`src/hw/rtl/acsi_pkg.sv`:
```
// shared constants, types and helper functions for the csi command interpreter
`default_nettype none
package acsi_pkg;

    localparam int MAX_COLS_DEF = 256;
    localparam int MAX_ROWS_DEF = 128;

    // register reset values
    localparam logic [8:0]  COLS_RST = 9'd80;
    localparam logic [7:0]  ROWS_RST = 8'd25;
    localparam logic [23:0] FG_RST   = 24'haaaaaa;
    localparam logic [23:0] BG_RST   = 24'h000000;

    // register indexes
    localparam logic [1:0] CFG_COLS = 2'd0;
    localparam logic [1:0] CFG_ROWS = 2'd1;
    localparam logic [1:0] CFG_FG   = 2'd2;
    localparam logic [1:0] CFG_BG   = 2'd3;

    // characters
    localparam logic [7:0] CH_ESC  = 8'h1b;
    localparam logic [7:0] CH_LBR  = 8'h5b;
    localparam logic [7:0] CH_SEMI = 8'h3b;
    localparam logic [7:0] CH_0    = 8'h30;
    localparam logic [7:0] CH_1    = 8'h31;
    localparam logic [7:0] CH_2    = 8'h32;
    localparam logic [7:0] CH_9    = 8'h39;
    localparam logic [7:0] CH_R    = 8'h52;

    // command bytes
    localparam logic [7:0] CMD_UP    = 8'h41;
    localparam logic [7:0] CMD_DOWN  = 8'h42;
    localparam logic [7:0] CMD_RIGHT = 8'h43;
    localparam logic [7:0] CMD_LEFT  = 8'h44;
    localparam logic [7:0] CMD_NEXTL = 8'h45;
    localparam logic [7:0] CMD_PREVL = 8'h46;
    localparam logic [7:0] CMD_COL   = 8'h47;
    localparam logic [7:0] CMD_POS   = 8'h48;
    localparam logic [7:0] CMD_POSF  = 8'h66;
    localparam logic [7:0] CMD_ROW   = 8'h64;
    localparam logic [7:0] CMD_SGR   = 8'h6d;
    localparam logic [7:0] CMD_ED    = 8'h4a;
    localparam logic [7:0] CMD_EL    = 8'h4b;
    localparam logic [7:0] CMD_ECH   = 8'h58;
    localparam logic [7:0] CMD_DSR   = 8'h6e;
    localparam logic [7:0] CMD_SET   = 8'h68;
    localparam logic [7:0] CMD_RESET = 8'h6c;

    typedef struct packed {
        logic [1:0] d2;
        logic [3:0] d1;
        logic [3:0] d0;
        logic [1:0] len;
    } dec_t;

    // eight-colour palette
    function automatic logic [23:0] palette(input logic [2:0] idx);
        logic [23:0] c;
        case (idx)
            3'd0:    c = 24'h000000;
            3'd1:    c = 24'haa0000;
            3'd2:    c = 24'h00aa00;
            3'd3:    c = 24'haa5500;
            3'd4:    c = 24'h0000aa;
            3'd5:    c = 24'haa00aa;
            3'd6:    c = 24'h00aaaa;
            default: c = 24'haaaaaa;
        endcase
        return c;
    endfunction

    // decimal digits of a value below 300 that fits 9 bits
    function automatic dec_t to_dec(input logic [8:0] v);
        dec_t        d;
        logic [8:0]  r;
        logic [14:0] prod;
        logic [3:0]  t;
        d.d2 = (v >= 9'd200) ? 2'd2 : ((v >= 9'd100) ? 2'd1 : 2'd0);
        r    = v - 9'(d.d2 * 7'd100);
        prod = 15'(r[6:0] * 8'd205);
        t    = prod[14:11];
        d.d1 = t;
        d.d0 = 4'(r[6:0] - 7'(t * 4'd10));
        d.len = (v >= 9'd100) ? 2'd3 : ((v >= 9'd10) ? 2'd2 : 2'd1);
        return d;
    endfunction

    // digit k (most significant first) of a decoded value
    function automatic logic [7:0] dec_char(input dec_t d, input logic [1:0] k);
        logic [3:0] dg;
        logic [1:0] pos;
        pos = 2'(d.len - 2'd1 - k);
        case (pos)
            2'd2:    dg = {2'b00, d.d2};
            2'd1:    dg = d.d1;
            default: dg = d.d0;
        endcase
        return CH_0 + {4'd0, dg};
    endfunction

endpackage
`default_nettype wire

```
`src/hw/rtl/ansi_csi_command_interpreter.sv`:
```
// csi escape sequence interpreter: cursor, colours, erase ranges and position reports
// the status result appears in the cycle after the final byte's transaction
// throughput: one byte per cycle while not held; parameter bytes give no result
// a position report holds the input for its reply bytes (up to ten of them),
// sent through the single output register that carries one result at a time
// reset: asynchronous active low, clears cursor, parse state and output valid
`default_nettype none
module ansi_csi_command_interpreter
    import acsi_pkg::*;
#(
    parameter int MAX_COLS = MAX_COLS_DEF,
    parameter int MAX_ROWS = MAX_ROWS_DEF
) (
    input  wire logic        clk,
    input  wire logic        rst_n,
    input  wire logic        cfg_we,
    input  wire logic [1:0]  cfg_index,
    input  wire logic [23:0] cfg_data,
    input  wire logic        in_valid,
    output logic             in_ready,
    input  wire logic        kind,
    input  wire logic [7:0]  seq_byte,
    input  wire logic        final_req,
    output logic             out_valid,
    input  wire logic        out_ready,
    output logic             result_kind,
    output logic [7:0]       reply_byte,
    output logic [7:0]       cursor_col,
    output logic [6:0]       cursor_row,
    output logic [23:0]      fg_colour,
    output logic [23:0]      bg_colour,
    output logic             cursor_hidden,
    output logic             clear_valid,
    output logic [15:0]      clear_start,
    output logic [15:0]      clear_end,
    output logic             unknown_cmd,
    output logic             last
);

    localparam int COL_LIM = (MAX_COLS < 256) ? MAX_COLS : 256;
    localparam int ROW_LIM = (MAX_ROWS < 128) ? MAX_ROWS : 128;

    // configuration registers
    logic [8:0]  cols_cfg_reg;
    logic [7:0]  rows_cfg_reg;
    logic [23:0] dfg_reg, dbg_reg;

    // terminal and parse state
    logic [7:0]  col_reg, col_next;
    logic [6:0]  row_reg, row_next;
    logic [23:0] fg_reg, fg_next, bg_reg, bg_next;
    logic        hide_reg, hide_next;
    logic [15:0] p1_reg, p1_next, p2_reg, p2_next;
    logic [1:0]  phase_reg, phase_next;
    logic [2:0]  bidx_reg, bidx_next;
    logic [7:0]  third_reg, third_next;

    // reply sequencer
    logic        rep_active_reg;
    logic [3:0]  rep_idx_reg;
    logic [7:0]  rep_row_reg;
    logic [8:0]  rep_col_reg;

    // output register
    logic        ov_reg;
    logic        rk_reg, hid_o_reg, cv_reg, unk_reg, last_reg;
    logic [7:0]  rb_reg, col_o_reg;
    logic [6:0]  row_o_reg;
    logic [23:0] fg_o_reg, bg_o_reg;
    logic [15:0] cs_reg, ce_reg;

    logic advance, in_fire, fin_fire, rep_load;

    assign advance  = !ov_reg || out_ready;
    assign in_ready = advance && !rep_active_reg;
    assign in_fire  = in_valid && in_ready;
    assign fin_fire = in_fire && final_req;
    assign rep_load = advance && rep_active_reg;

    // effective screen size
    logic [8:0] cols;
    logic [7:0] rows;
    always_comb
    begin
        if (cols_cfg_reg == 9'd0)
            cols = 9'd1;
        else if (cols_cfg_reg > 9'(COL_LIM))
            cols = 9'(COL_LIM);
        else
            cols = cols_cfg_reg;
        if (rows_cfg_reg == 8'd0)
            rows = 8'd1;
        else if (rows_cfg_reg > 8'(ROW_LIM))
            rows = 8'(ROW_LIM);
        else
            rows = rows_cfg_reg;
    end

    // cursor clamped into the screen, counts and linear addresses
    logic [7:0]  cp, cmax;
    logic [6:0]  rp, rmax;
    logic [15:0] a, p, sp;
    logic [16:0] row_up, col_up, x_end;
    logic [15:0] base, total;
    logic [7:0]  third_eff;

    always_comb
    begin
        cmax  = 8'(cols - 9'd1);
        rmax  = 7'(rows - 8'd1);
        cp    = ({1'b0, col_reg} >= cols) ? cmax : col_reg;
        rp    = ({1'b0, row_reg} >= rows) ? rmax : row_reg;
        p     = p1_reg;
        a     = (p1_reg == 16'd0) ? 16'd1 : p1_reg;
        sp    = (p2_reg == 16'd0) ? 16'd1 : p2_reg;
        row_up = {10'd0, rp} + {1'b0, a};
        col_up = {9'd0, cp} + {1'b0, a};
        x_end  = (col_up > {8'd0, cols}) ? {8'd0, cols} : col_up;
        base  = 16'(rp * cols);
        total = 16'(cols * rows);
        third_eff = (bidx_reg == 3'd2) ? seq_byte : third_reg;
    end

    // command decode
    logic        cv, unk, dsr;
    logic [15:0] cs, ce;
    always_comb
    begin
        col_next  = col_reg;
        row_next  = row_reg;
        fg_next   = fg_reg;
        bg_next   = bg_reg;
        hide_next = hide_reg;
        cv  = 1'b0;
        unk = 1'b0;
        dsr = 1'b0;
        cs  = 16'd0;
        ce  = 16'd0;
        if (fin_fire)
        begin
            col_next = cp;
            row_next = rp;
            if (kind)
            begin
                if (seq_byte == CMD_SET || seq_byte == CMD_RESET)
                begin
                    if (a == 16'd25)
                        hide_next = (seq_byte == CMD_RESET);
                    else if (a != 16'd12 && a != 16'd2004)
                        unk = 1'b1;
                end
                else
                    unk = 1'b1;
            end
            else
            begin
                unique case (seq_byte)
                    CMD_SGR:
                    begin
                        if (p == 16'd0)
                        begin
                            fg_next = dfg_reg;
                            bg_next = dbg_reg;
                        end
                        else if (p == 16'd1 || p == 16'd10)
                            unk = 1'b0;
                        else if (p == 16'd7)
                        begin
                            fg_next = bg_reg;
                            bg_next = fg_reg;
                        end
                        else if (p >= 16'd30 && p <= 16'd37)
                            fg_next = palette(3'(p - 16'd30));
                        else if (p == 16'd39)
                            fg_next = dfg_reg;
                        else if (p >= 16'd40 && p <= 16'd47)
                            bg_next = palette(3'(p - 16'd40));
                        else if (p == 16'd49)
                            bg_next = dbg_reg;
                        else
                            unk = 1'b1;
                    end
                    CMD_UP:
                        row_next = ({9'd0, rp} <= a) ? 7'd0 : 7'({9'd0, rp} - a);
                    CMD_DOWN:
                        row_next = (row_up > {10'd0, rmax}) ? rmax : 7'(row_up);
                    CMD_RIGHT:
                        col_next = (col_up > {9'd0, cmax}) ? cmax : 8'(col_up);
                    CMD_LEFT:
                        col_next = ({8'd0, cp} <= a) ? 8'd0 : 8'({8'd0, cp} - a);
                    CMD_NEXTL:
                    begin
                        col_next = 8'd0;
                        row_next = (row_up > {10'd0, rmax}) ? rmax : 7'(row_up);
                    end
                    CMD_PREVL:
                    begin
                        col_next = 8'd0;
                        row_next = ({9'd0, rp} <= a) ? 7'd0 : 7'({9'd0, rp} - a);
                    end
                    CMD_COL:
                        col_next = (a < {7'd0, cols}) ? 8'(a - 16'd1) : cmax;
                    CMD_ROW:
                        row_next = (a < {8'd0, rows}) ? 7'(a - 16'd1) : rmax;
                    CMD_POS, CMD_POSF:
                    begin
                        row_next = (a < {8'd0, rows}) ? 7'(a - 16'd1) : rmax;
                        col_next = (sp < {7'd0, cols}) ? 8'(sp - 16'd1) : cmax;
                    end
                    CMD_ED:
                    begin
                        cv = 1'b1;
                        if (third_eff == CH_1)
                            ce = base + {8'd0, cp} + 16'd1;
                        else if (third_eff == CH_2)
                            ce = total;
                        else
                        begin
                            cs = base + {8'd0, cp};
                            ce = total;
                        end
                    end
                    CMD_EL:
                    begin
                        cv = 1'b1;
                        cs = (third_eff == CH_1 || third_eff == CH_2) ? base
                                                                     : base + {8'd0, cp};
                        ce = (third_eff == CH_1) ? base + {8'd0, cp} + 16'd1
                                                 : base + {7'd0, cols};
                    end
                    CMD_ECH:
                    begin
                        cv = 1'b1;
                        cs = base + {8'd0, cp};
                        ce = base + 16'(x_end);
                    end
                    CMD_DSR:
                    begin
                        if (p == 16'd6)
                            dsr = 1'b1;
                        else
                            unk = 1'b1;
                    end
                    default:
                        unk = 1'b1;
                endcase
            end
        end
    end

    // parameter parsing
    logic [3:0]  digit;
    logic [19:0] acc1, acc2;
    logic [1:0]  start;
    always_comb
    begin
        p1_next    = p1_reg;
        p2_next    = p2_reg;
        phase_next = phase_reg;
        bidx_next  = bidx_reg;
        third_next = third_reg;
        digit = 4'(seq_byte - CH_0);
        acc1  = {p1_reg, 3'b000} + {3'b000, p1_reg, 1'b0} + {16'd0, digit};
        acc2  = {p2_reg, 3'b000} + {3'b000, p2_reg, 1'b0} + {16'd0, digit};
        start = kind ? 2'd3 : 2'd2;
        if (in_fire)
        begin
            if (final_req)
            begin
                p1_next    = 16'd0;
                p2_next    = 16'd0;
                phase_next = 2'd0;
                bidx_next  = 3'd0;
                third_next = 8'd0;
            end
            else
            begin
                if (bidx_reg == 3'd2)
                    third_next = seq_byte;
                if (bidx_reg >= {1'b0, start} && phase_reg < 2'd2)
                begin
                    if (seq_byte >= CH_0 && seq_byte <= CH_9)
                    begin
                        if (phase_reg == 2'd0)
                            p1_next = (acc1 > 20'd65535) ? 16'hffff : 16'(acc1);
                        else
                            p2_next = (acc2 > 20'd65535) ? 16'hffff : 16'(acc2);
                    end
                    else if (phase_reg == 2'd0 && seq_byte == CH_SEMI)
                        phase_next = 2'd1;
                    else
                        phase_next = 2'd2;
                end
                if (bidx_reg < 3'd7)
                    bidx_next = bidx_reg + 3'd1;
            end
        end
    end

    // reply byte selection
    dec_t       rdec, cdec;
    logic [3:0] rep_len, k;
    logic [7:0] rep_char;
    always_comb
    begin
        rdec    = to_dec({1'b0, rep_row_reg});
        cdec    = to_dec(rep_col_reg);
        rep_len = 4'd4 + {2'd0, rdec.len} + {2'd0, cdec.len};
        k       = rep_idx_reg;
        if (k == 4'd0)
            rep_char = CH_ESC;
        else if (k == 4'd1)
            rep_char = CH_LBR;
        else if (k < 4'd2 + {2'd0, rdec.len})
            rep_char = dec_char(rdec, 2'(k - 4'd2));
        else if (k == 4'd2 + {2'd0, rdec.len})
            rep_char = CH_SEMI;
        else if (k < 4'd3 + {2'd0, rdec.len} + {2'd0, cdec.len})
            rep_char = dec_char(cdec, 2'(k - 4'd3 - {2'd0, rdec.len}));
        else
            rep_char = CH_R;
    end

    // configuration registers
    always_ff @(posedge clk or negedge rst_n)
    begin
        if (!rst_n)
        begin
            cols_cfg_reg <= COLS_RST;
            rows_cfg_reg <= ROWS_RST;
            dfg_reg      <= FG_RST;
            dbg_reg      <= BG_RST;
        end
        else if (cfg_we)
        begin
            unique case (cfg_index)
                CFG_COLS: cols_cfg_reg <= cfg_data[8:0];
                CFG_ROWS: rows_cfg_reg <= cfg_data[7:0];
                CFG_FG:   dfg_reg      <= cfg_data;
                CFG_BG:   dbg_reg      <= cfg_data;
                default:  dbg_reg      <= dbg_reg;
            endcase
        end
    end

    // terminal, parse and sequencer state
    always_ff @(posedge clk or negedge rst_n)
    begin
        if (!rst_n)
        begin
            col_reg        <= 8'd0;
            row_reg        <= 7'd0;
            fg_reg         <= FG_RST;
            bg_reg         <= BG_RST;
            hide_reg       <= 1'b0;
            p1_reg         <= 16'd0;
            p2_reg         <= 16'd0;
            phase_reg      <= 2'd0;
            bidx_reg       <= 3'd0;
            third_reg      <= 8'd0;
            rep_active_reg <= 1'b0;
            rep_idx_reg    <= 4'd0;
            ov_reg         <= 1'b0;
        end
        else
        begin
            fg_reg    <= fg_next;
            bg_reg    <= bg_next;
            col_reg   <= col_next;
            row_reg   <= row_next;
            hide_reg  <= hide_next;
            p1_reg    <= p1_next;
            p2_reg    <= p2_next;
            phase_reg <= phase_next;
            bidx_reg  <= bidx_next;
            third_reg <= third_next;
            if (fin_fire && dsr)
            begin
                rep_active_reg <= 1'b1;
                rep_idx_reg    <= 4'd0;
            end
            else if (rep_load)
            begin
                rep_idx_reg <= rep_idx_reg + 4'd1;
                if (rep_idx_reg == rep_len - 4'd1)
                    rep_active_reg <= 1'b0;
            end
            if (fin_fire || rep_load)
                ov_reg <= 1'b1;
            else if (out_ready)
                ov_reg <= 1'b0;
        end
    end

    // output payload register
    always_ff @(posedge clk)
    begin
        if (fin_fire)
        begin
            rk_reg      <= 1'b0;
            rb_reg      <= 8'd0;
            col_o_reg   <= col_next;
            row_o_reg   <= row_next;
            fg_o_reg    <= fg_next;
            bg_o_reg    <= bg_next;
            hid_o_reg   <= hide_next;
            cv_reg      <= cv;
            cs_reg      <= cs;
            ce_reg      <= ce;
            unk_reg     <= unk;
            last_reg    <= !dsr;
            rep_row_reg <= {1'b0, row_next} + 8'd1;
            rep_col_reg <= {1'b0, col_next} + 9'd1;
        end
        else if (rep_load)
        begin
            rk_reg    <= 1'b1;
            rb_reg    <= rep_char;
            col_o_reg <= col_reg;
            row_o_reg <= row_reg;
            fg_o_reg  <= fg_reg;
            bg_o_reg  <= bg_reg;
            hid_o_reg <= hide_reg;
            cv_reg    <= 1'b0;
            cs_reg    <= 16'd0;
            ce_reg    <= 16'd0;
            unk_reg   <= 1'b0;
            last_reg  <= (rep_idx_reg == rep_len - 4'd1);
        end
    end

    assign out_valid     = ov_reg;
    assign result_kind   = rk_reg;
    assign reply_byte    = rb_reg;
    assign cursor_col    = col_o_reg;
    assign cursor_row    = row_o_reg;
    assign fg_colour     = fg_o_reg;
    assign bg_colour     = bg_o_reg;
    assign cursor_hidden = hid_o_reg;
    assign clear_valid   = cv_reg;
    assign clear_start   = cs_reg;
    assign clear_end     = ce_reg;
    assign unknown_cmd   = unk_reg;
    assign last          = last_reg;

endmodule
`default_nettype wire

```
`config.mk`:
```
export PLATFORM = sky130hd
export DESIGN_NAME = ansi_csi_command_interpreter
export DESIGN_NICKNAME = d
export VERILOG_FILES = /design/src/hw/rtl/acsi_pkg.sv /design/src/hw/rtl/ansi_csi_command_interpreter.sv
export SDC_FILE = /design/constraint.sdc
export NUM_CORES = 1
export LEC_CHECK = 0
export BUFFER_PORTS_ARGS = -buffer_cell sky130_fd_sc_hd__buf_2
export CAP_MARGIN = 20
export CELL_PAD_IN_SITES_DETAIL_PLACEMENT = 1
export CELL_PAD_IN_SITES_GLOBAL_PLACEMENT = 2
export CORE_MARGIN = 10
export CORE_UTILIZATION = 40
export DETAILED_ROUTE_END_ITERATION = 10
export PLACE_DENSITY_LB_ADDON = 0.1
export SLEW_MARGIN = 40
export SYNTH_ARGS = -nofsm -noshare
export SYNTH_HDL_FRONTEND = slang
export SYNTH_SLANG_ARGS = --single-unit
```
`constraint.sdc`:
```
create_clock -name clk -period 12.4 [get_ports clk]
set_input_delay 0.62 -clock clk [delete_from_list [all_inputs] [get_ports clk]]
set_output_delay 0.62 -clock clk [all_outputs]
set_load 0.01 [all_outputs]
```
==> results of run 1 <==
-- synth_stat cells, types with 16 or more instances --
master    count  area share, %
or3_1        19           0.41
clkbuf_1    119            1.6
mux2i_1      30            1.0
dfrtp_1     151             13
o21a_1       26           0.68
nand4_1      23           0.50
inv_1       243            3.2
nor3_1       61            1.1
and3_1       23           0.50
nand3_1      54           0.94
and2_1       16           0.35
or2_2        17           0.37
a22oi_1      21           0.55
xnor2_1     118            3.6
o21ai_0     180            3.1
nand2b_1     33           0.72
edfxtp_1    116             12
o21bai_1     17           0.45
o211ai_1     22           0.58
a21oi_1     201            3.5
a221oi_1     37            1.1
mux2_2       71            2.8
nor4_1       21           0.46
a221o_1      33            1.2
nand2_1     249            3.3
a31oi_1      22           0.48
o22ai_1      35           0.76
nor2_1      330            4.3
dfstp_2      29            2.7
nor2b_1      42           0.92
a21o_1       42            1.1
a22o_1       18           0.55
xor2_1       52            1.6
fa_1        106            7.4
ha_1        365             16
a211oi_1     28           0.73
-- per-layer routing --
layer | share of wire [%] | routed length (um) | track usage [%]
met1 | 44 | 46900 | 32.1
met2 | 49 | 52500 | 44.2
met3 | 3.8 | 4110 | 3.17
met4 | 3.2 | 3410 | 8.22
met5 | 0.023 | 25 | 0
-- worst reg2reg max path: cells and delay by family, from the launching register on --
| kind | cells | cell delay (ns) |
|---|---|---|
| AO/OA/AOI/OAI | 18 | 3.95 |
| XOR/XNOR | 1 | 0.43 |
| adder cells (fa/ha/maj) | 4 | 1.29 |
| buffers and inverters | 3 | 0.60 |
| flip-flops | 1 | 0.40 |
| multiplexers | 2 | 0.76 |
| AND/OR/NAND/NOR | 12 | 2.57 |
-- path summary, 6_finish.rpt --
kind / startpoint / endpoint / slack (ns) / depth (start not counted)
min in group clk: cfg_data[19] / dfg_reg[19] / 0.30 / 2
hold reg to reg: reply_byte[5] / reply_byte[5] / 0.48 / 2
setup reg to reg: cols_cfg_reg[7] / clear_end[15] / 2.28 / 40
hold / removal: rst_n / bidx_reg[0] / 0.02 / 1
max in group asynchronous: rst_n / bg_reg[1] / 11.21 / 2
setup / recovery: cols_cfg_reg[7] / clear_end[15] / 2.28 / 40
-- logic make-up (layout without fill, tap and decap cells) --
logic type,after synthesis,after routing
AO/OA/AOI/OAI,792,792
XOR/XNOR,170,170
adder cells (fa/ha/maj),471,471
buffers and inverters,394,533
flip-flops,303,303
multiplexers,104,104
other,1,11
AND/OR/NAND/NOR,938,938
-- stage by stage --
| step | std cells | utilization [%] | hold slack (ns) |
|---|---|---|---|
| after floorplan | 3179 | - | 0.324 |
| after global placement | 4199 | 42.9 | 0.463 |
| after detailed placement | 4200 | 43.0 | 0.470 |
| after CTS | 4268 | 44.8 | 0.0575 |
| after global routing | 4271 | 44.8 | 0.0704 |
| final | 4272 | 44.8 | 0.0246 |
-- final cells by class --
class / count / area [sq um] / area share (%)
multi-input cells: 2482 / 19100 / 59.8
flip-flops and latches: 303 / 8160 / 25.6
repair buffers: 211 / 1240 / 3.87
well taps: 950 / 1190 / 3.72
clock buffers: 49 / 1040 / 3.27
inverters: 254 / 953 / 2.98
clock inverters: 19 / 230 / 0.721
diodes: 4 / 10.0 / 0.0313
==> out/results.tsv, run 1 <==
stage	metric	value	unit
run_status	outcome	complete, no violations	
layout	fillers	8280	
cts	clock slew at reported path FFs	0.06	ns
yosys	simple-gate share of the synthesized area	15.4	%
timing	RSZ-0062 raised after global routing	no	
yosys	Netlist cell types	101	
timing	Worst-Margin Slew	0.939	ns
yosys	Async SR Flop Fraction	59.4	%
grt	GRT overflow	0	
die	initial core utilization	40.2	%
cts	Root Buffer	clkbuf_16	
yosys	Main synth FF type	dfrtp_1	
grt	largest net degree at the start of global routing	113	
worst_setup_path	Worst Setup Start Kind	flip-flop	
yosys	sequential area share after synthesis	28.5	%
place	DP Wirelength	83.6	mm
yosys	adder-cell area share of the yosys netlist	23.3	%
yosys	largest family of logic cells by synthesized area	adder cells	
cts	post-CTS setup buffer count	0	
drt	Vias	24975	
yosys	Post-synth EDFFs	116	
yosys	mux share of post-synthesis cell area	3.96	%
yosys	post-synthesis cell count	3173	
timing	Setup Skew	0.0384	ns
place	GPL Wtd Cong	0.983	
die	I/O pin cnt	151	
timing	Slew Limit Fails	0	
drt	drt total wl	107	mm
cts	CTS resizes	0	
place	pre-CTS setup slack	2.02	ns
drt	routed vias/inst	5.85	
worst_setup_path	Buf+Inv Stages, Crit Path	3	
drt	Avg WL per Cell	25.0	um
run	MaxCap Viol Count	0	
worst_setup_path	Worst setup EP type	flip-flop	
die	Die Footprint	82700	sq um
place	Cell Area, Placed	30600	sq um
drt	Final ANT Viol Nets	0	
cts	Max clock buf depth	3	
yosys	flip-flop and latch count after synthesis	303	
timing	final number of setup-violating endpoints	0	
grt	initial antenna violation count	4	
timing	part of the cycle the worst path needs	81.6	%
yosys	Mean Syn Cell Area	9.03	sq um
cts	Sink Count	303	
timing	Max Fclk	0.0988	GHz
yosys	XOR/XNOR share of the synthesized area	5.20	%
layout	Total Nets Final	3801	
yosys	Compound-Gate Fraction of Synth Area	18.4	%
timing	Final WS setup	2.28	ns
layout	P&R area growth vs syn	11.5	%
cts	number of CTS-inserted buffers	37	
layout	share of cells above drive strength 1	13.4	%
grt	global-route wire length before repair	163	mm
cts	Hold-fix buffers, CTS	0	
worst_setup_path	family with the most delay on the worst path	compound AO/OA/AOI/OAI gates	
die	Core Box Area	71200	sq um
yosys	Cell Area, Synth	28700	sq um
drt	# DRC	0	
worst_setup_path	Worst Path Required	12.82	ns
layout	final instance area	31900	sq um
place	# port buffers	149	
die	# rows	98	
cts	CTS tree	done	
timing	Hold Fails Final Rpt	0	
grt	vias in the first global route	26603	
layout	most common cell after layout, fill and taps aside	ha_1	
die	Die Wd	288	um
worst_setup_path	class of the most critical setup path	flip-flop to flip-flop	
timing	min Tclk post-route	10.12	ns
drt	drt pass-1 iters	5	
cts	H-Tree Depth	2	
worst_setup_path	CP max stage cell	a21o_1	
worst_hold_path	worst hold path type	input pin to asynchronous set/reset pin	
worst_setup_path	WP data arrival	10.55	ns
yosys	synth warn	0	
timing	Max-slew headroom	36.7	%
cts	Clock Latency Late Sink	0.58	ns
grt	GRT Overall Usage	25.4	%
drt	drt first-iter violations	1392	
worst_setup_path	Top cell by count, worst path	a21o_1	
timing	Setup TNS Final	0	ns
worst_setup_path	worst-path fanout max	12	
worst_setup_path	crit-path max cell delay	0.61	ns
die	die height	288	um
layout	commonest cells after routing, fill and taps aside	ha_1 (365), nor2_1 (327), nand2_1 (247)	
Power of run 1 is left out: the tool's default activity adds up to more than one toggle a clock period on the data nets, which glitch-free logic cannot reach.
==> inputs of run 2 (changes only) <==
- clock period: 12.4 -> 10.3 ns (I/O delays scaled with it)
==> run 2 against run 1 <==
Effect of this change:
- critical path depth shrank 3
- register-to-register slack lost 1.7 ns
- cell count grew 0.44%
- wire length grew 0.15%
- maximum frequency grew 4.2%
- final area grew 0.72%
- global-route usage grew 0.16 points
- non-clock buffer count grew 20
- highest routed layer is now met4
- setup slack lost 1.7 ns
- clock skew shrank 0.0018 ns
- via count grew 0.32%
- die area is the same
==> out/results.tsv, run 2 (synthesized netlist as in run 1, its figures left out) <==
stage	metric	value	unit
run_status	outcome	complete, no violations	
run	MaxCap Viol Count	0	
timing	Setup TNS Final	0	ns
drt	Final ANT Viol Nets	0	
die	die height	288	um
drt	Vias	25055	
timing	Setup Skew	0.0366	ns
timing	RSZ-0062 raised after global routing	no	
cts	Max clock buf depth	3	
timing	Worst-Margin Slew	0.847	ns
die	Die Footprint	82700	sq um
grt	vias in the first global route	27027	
worst_setup_path	reg-to-reg endpoint	clear_end[15]	
worst_setup_path	class of the most critical setup path	flip-flop to flip-flop	
cts	Clock Latency Late Sink	0.60	ns
die	Core Box Area	71200	sq um
worst_setup_path	worst setup path endpoint	clear_end[15]	
worst_setup_path	family with the most delay on the worst path	compound AO/OA/AOI/OAI gates	
grt	GRT overflow	0	
place	# port buffers	149	
timing	Max-slew headroom	43.1	%
layout	commonest cells after routing, fill and taps aside	ha_1 (365), nor2_1 (327), nand2_1 (248)	
worst_setup_path	crit-path max cell delay	0.57	ns
cts	clock slew at reported path FFs	0.06	ns
layout	final instance area	32200	sq um
timing	part of the cycle the worst path needs	94.4	%
worst_setup_path	Worst Setup Start Kind	flip-flop	
worst_setup_path	Reg2Reg Depth	37	
worst_setup_path	worst-path fanout max	14	
worst_setup_path	reg2reg setup slack	0.58	ns
place	Post-Place Cells	4215	
cts	Sink Count	303	
worst_setup_path	worst r2r src	cols_cfg_reg[7]	
layout	most common cell after layout, fill and taps aside	ha_1	
layout	share of cells above drive strength 1	14.1	%
drt	routed vias/inst	5.84	
timing	Max Fclk	0.103	GHz
grt	initial antenna violation count	1	
worst_setup_path	Worst setup EP type	flip-flop	
drt	drt first-iter violations	1646	
cts	Root Buffer	clkbuf_16	
drt	# DRC	0	
layout	Multi-input gate area	19100	sq um
place	DP Wirelength	83.1	mm
worst_setup_path	WP data arrival	10.16	ns
place	GPL Wtd Cong	0.952	
drt	drt total wl	107	mm
timing	Min Hold Slack	0.169	ns
worst_setup_path	CP max stage cell	or4_1	
timing	final number of setup-violating endpoints	0	
timing	Slew Limit Fails	0	
worst_setup_path	worst setup path startpoint	cols_cfg_reg[7]	
worst_setup_path	Worst path depth	37	
cts	H-Tree Depth	2	
die	# rows	98	
timing	Hold Fails Final Rpt	0	
layout	final std cells w/o fill	4291	
worst_setup_path	Buf+Inv Stages, Crit Path	3	
worst_hold_path	worst hold path type	input pin to flip-flop	
die	I/O pin cnt	151	
drt	drt pass-1 iters	5	
layout	Register Area	8160	sq um
grt	GRT Overall Usage	25.5	%
cts	CTS tree	done	
worst_setup_path	Worst Path Required	10.74	ns
grt	global-route wire length before repair	164	mm
layout	fillers	8205	
layout	Total Nets Final	3822	
cts	number of CTS-inserted buffers	38	
timing	min Tclk post-route	9.72	ns
layout	P&R area growth vs syn	12.3	%
drt	Avg WL per Cell	25.0	um
die	Die Wd	288	um
die	initial core utilization	40.2	%
grt	largest net degree at the start of global routing	71	
place	Cell Area, Placed	30700	sq um
run 2: stage by stage:
| stage | setup WS (ns) | utilization, % |
|---|---|---|
| global placement | 0.639 | 43.0 |
| floorplan | 1.48 | - |
| CTS | 0.306 | 45.0 |
| finish | 0.580 | 45.2 |
| global route | 0.00388 | 45.2 |
| detailed placement | 0.358 | 43.1 |
run 2: worst min path at each step:
| stage | startpoint | endpoint | slack [ns] | cells after the start |
|---|---|---|---|---|
| 3_5_place_dp | reply_byte[5] | reply_byte[5] | 0.47 | 2 |
| 5_1_grt | cfg_data[19] | dbg_reg[19] | 0.16 | 2 |
| 6_report | cfg_data[19] | dbg_reg[19] | 0.17 | 2 |
| 2_1_floorplan | rst_n | bg_reg[0] | 0.22 | 0 |
| 3_3_place_gp | reply_byte[5] | reply_byte[5] | 0.45 | 2 |
| 4_1_cts | cfg_data[19] | dbg_reg[19] | 0.15 | 2 |
run 2: layout make-up:
type / count / share of cell area (%)
Clock buffer: 45 / 3.07
Tap cell: 950 / 3.69
Clock inverter: 25 / 1.15
Inverter: 254 / 2.96
Multi-Input combinational cell: 2482 / 59.5
Antenna cell: 1 / 0.00778
Timing Repair Buffer: 231 / 4.28
Sequential cell: 303 / 25.4
run 2: worst register-to-register path: cells and delay by family, from the launching register on:
family | cells | cell delay (ns)
compound gates | 17 | 3.75
fa+ha+maj | 4 | 1.28
mux | 1 | 0.43
flops | 1 | 0.42
simple gates | 11 | 2.48
xor+xnor | 1 | 0.44
buf+inv | 3 | 0.75
run 2: repair_timing:
item                                    CTS  global route
gates resized for setup                   0            10
hold buffers                              1             0
setup buffers                             0             4
endpoints found under the hold margin    58             0
endpoints found under the setup margin    0             4
run 2: metal layers:
layer	global-route usage, %	part of all wire, %	vias to the layer above
li1	-	-	11624
met4	7.33	2.9	0
met5	0	0	-
met1	33.4	44	12754
met2	43.8	49	537
met3	2.89	4.2	140
Power of run 2 is left out for the same reason.
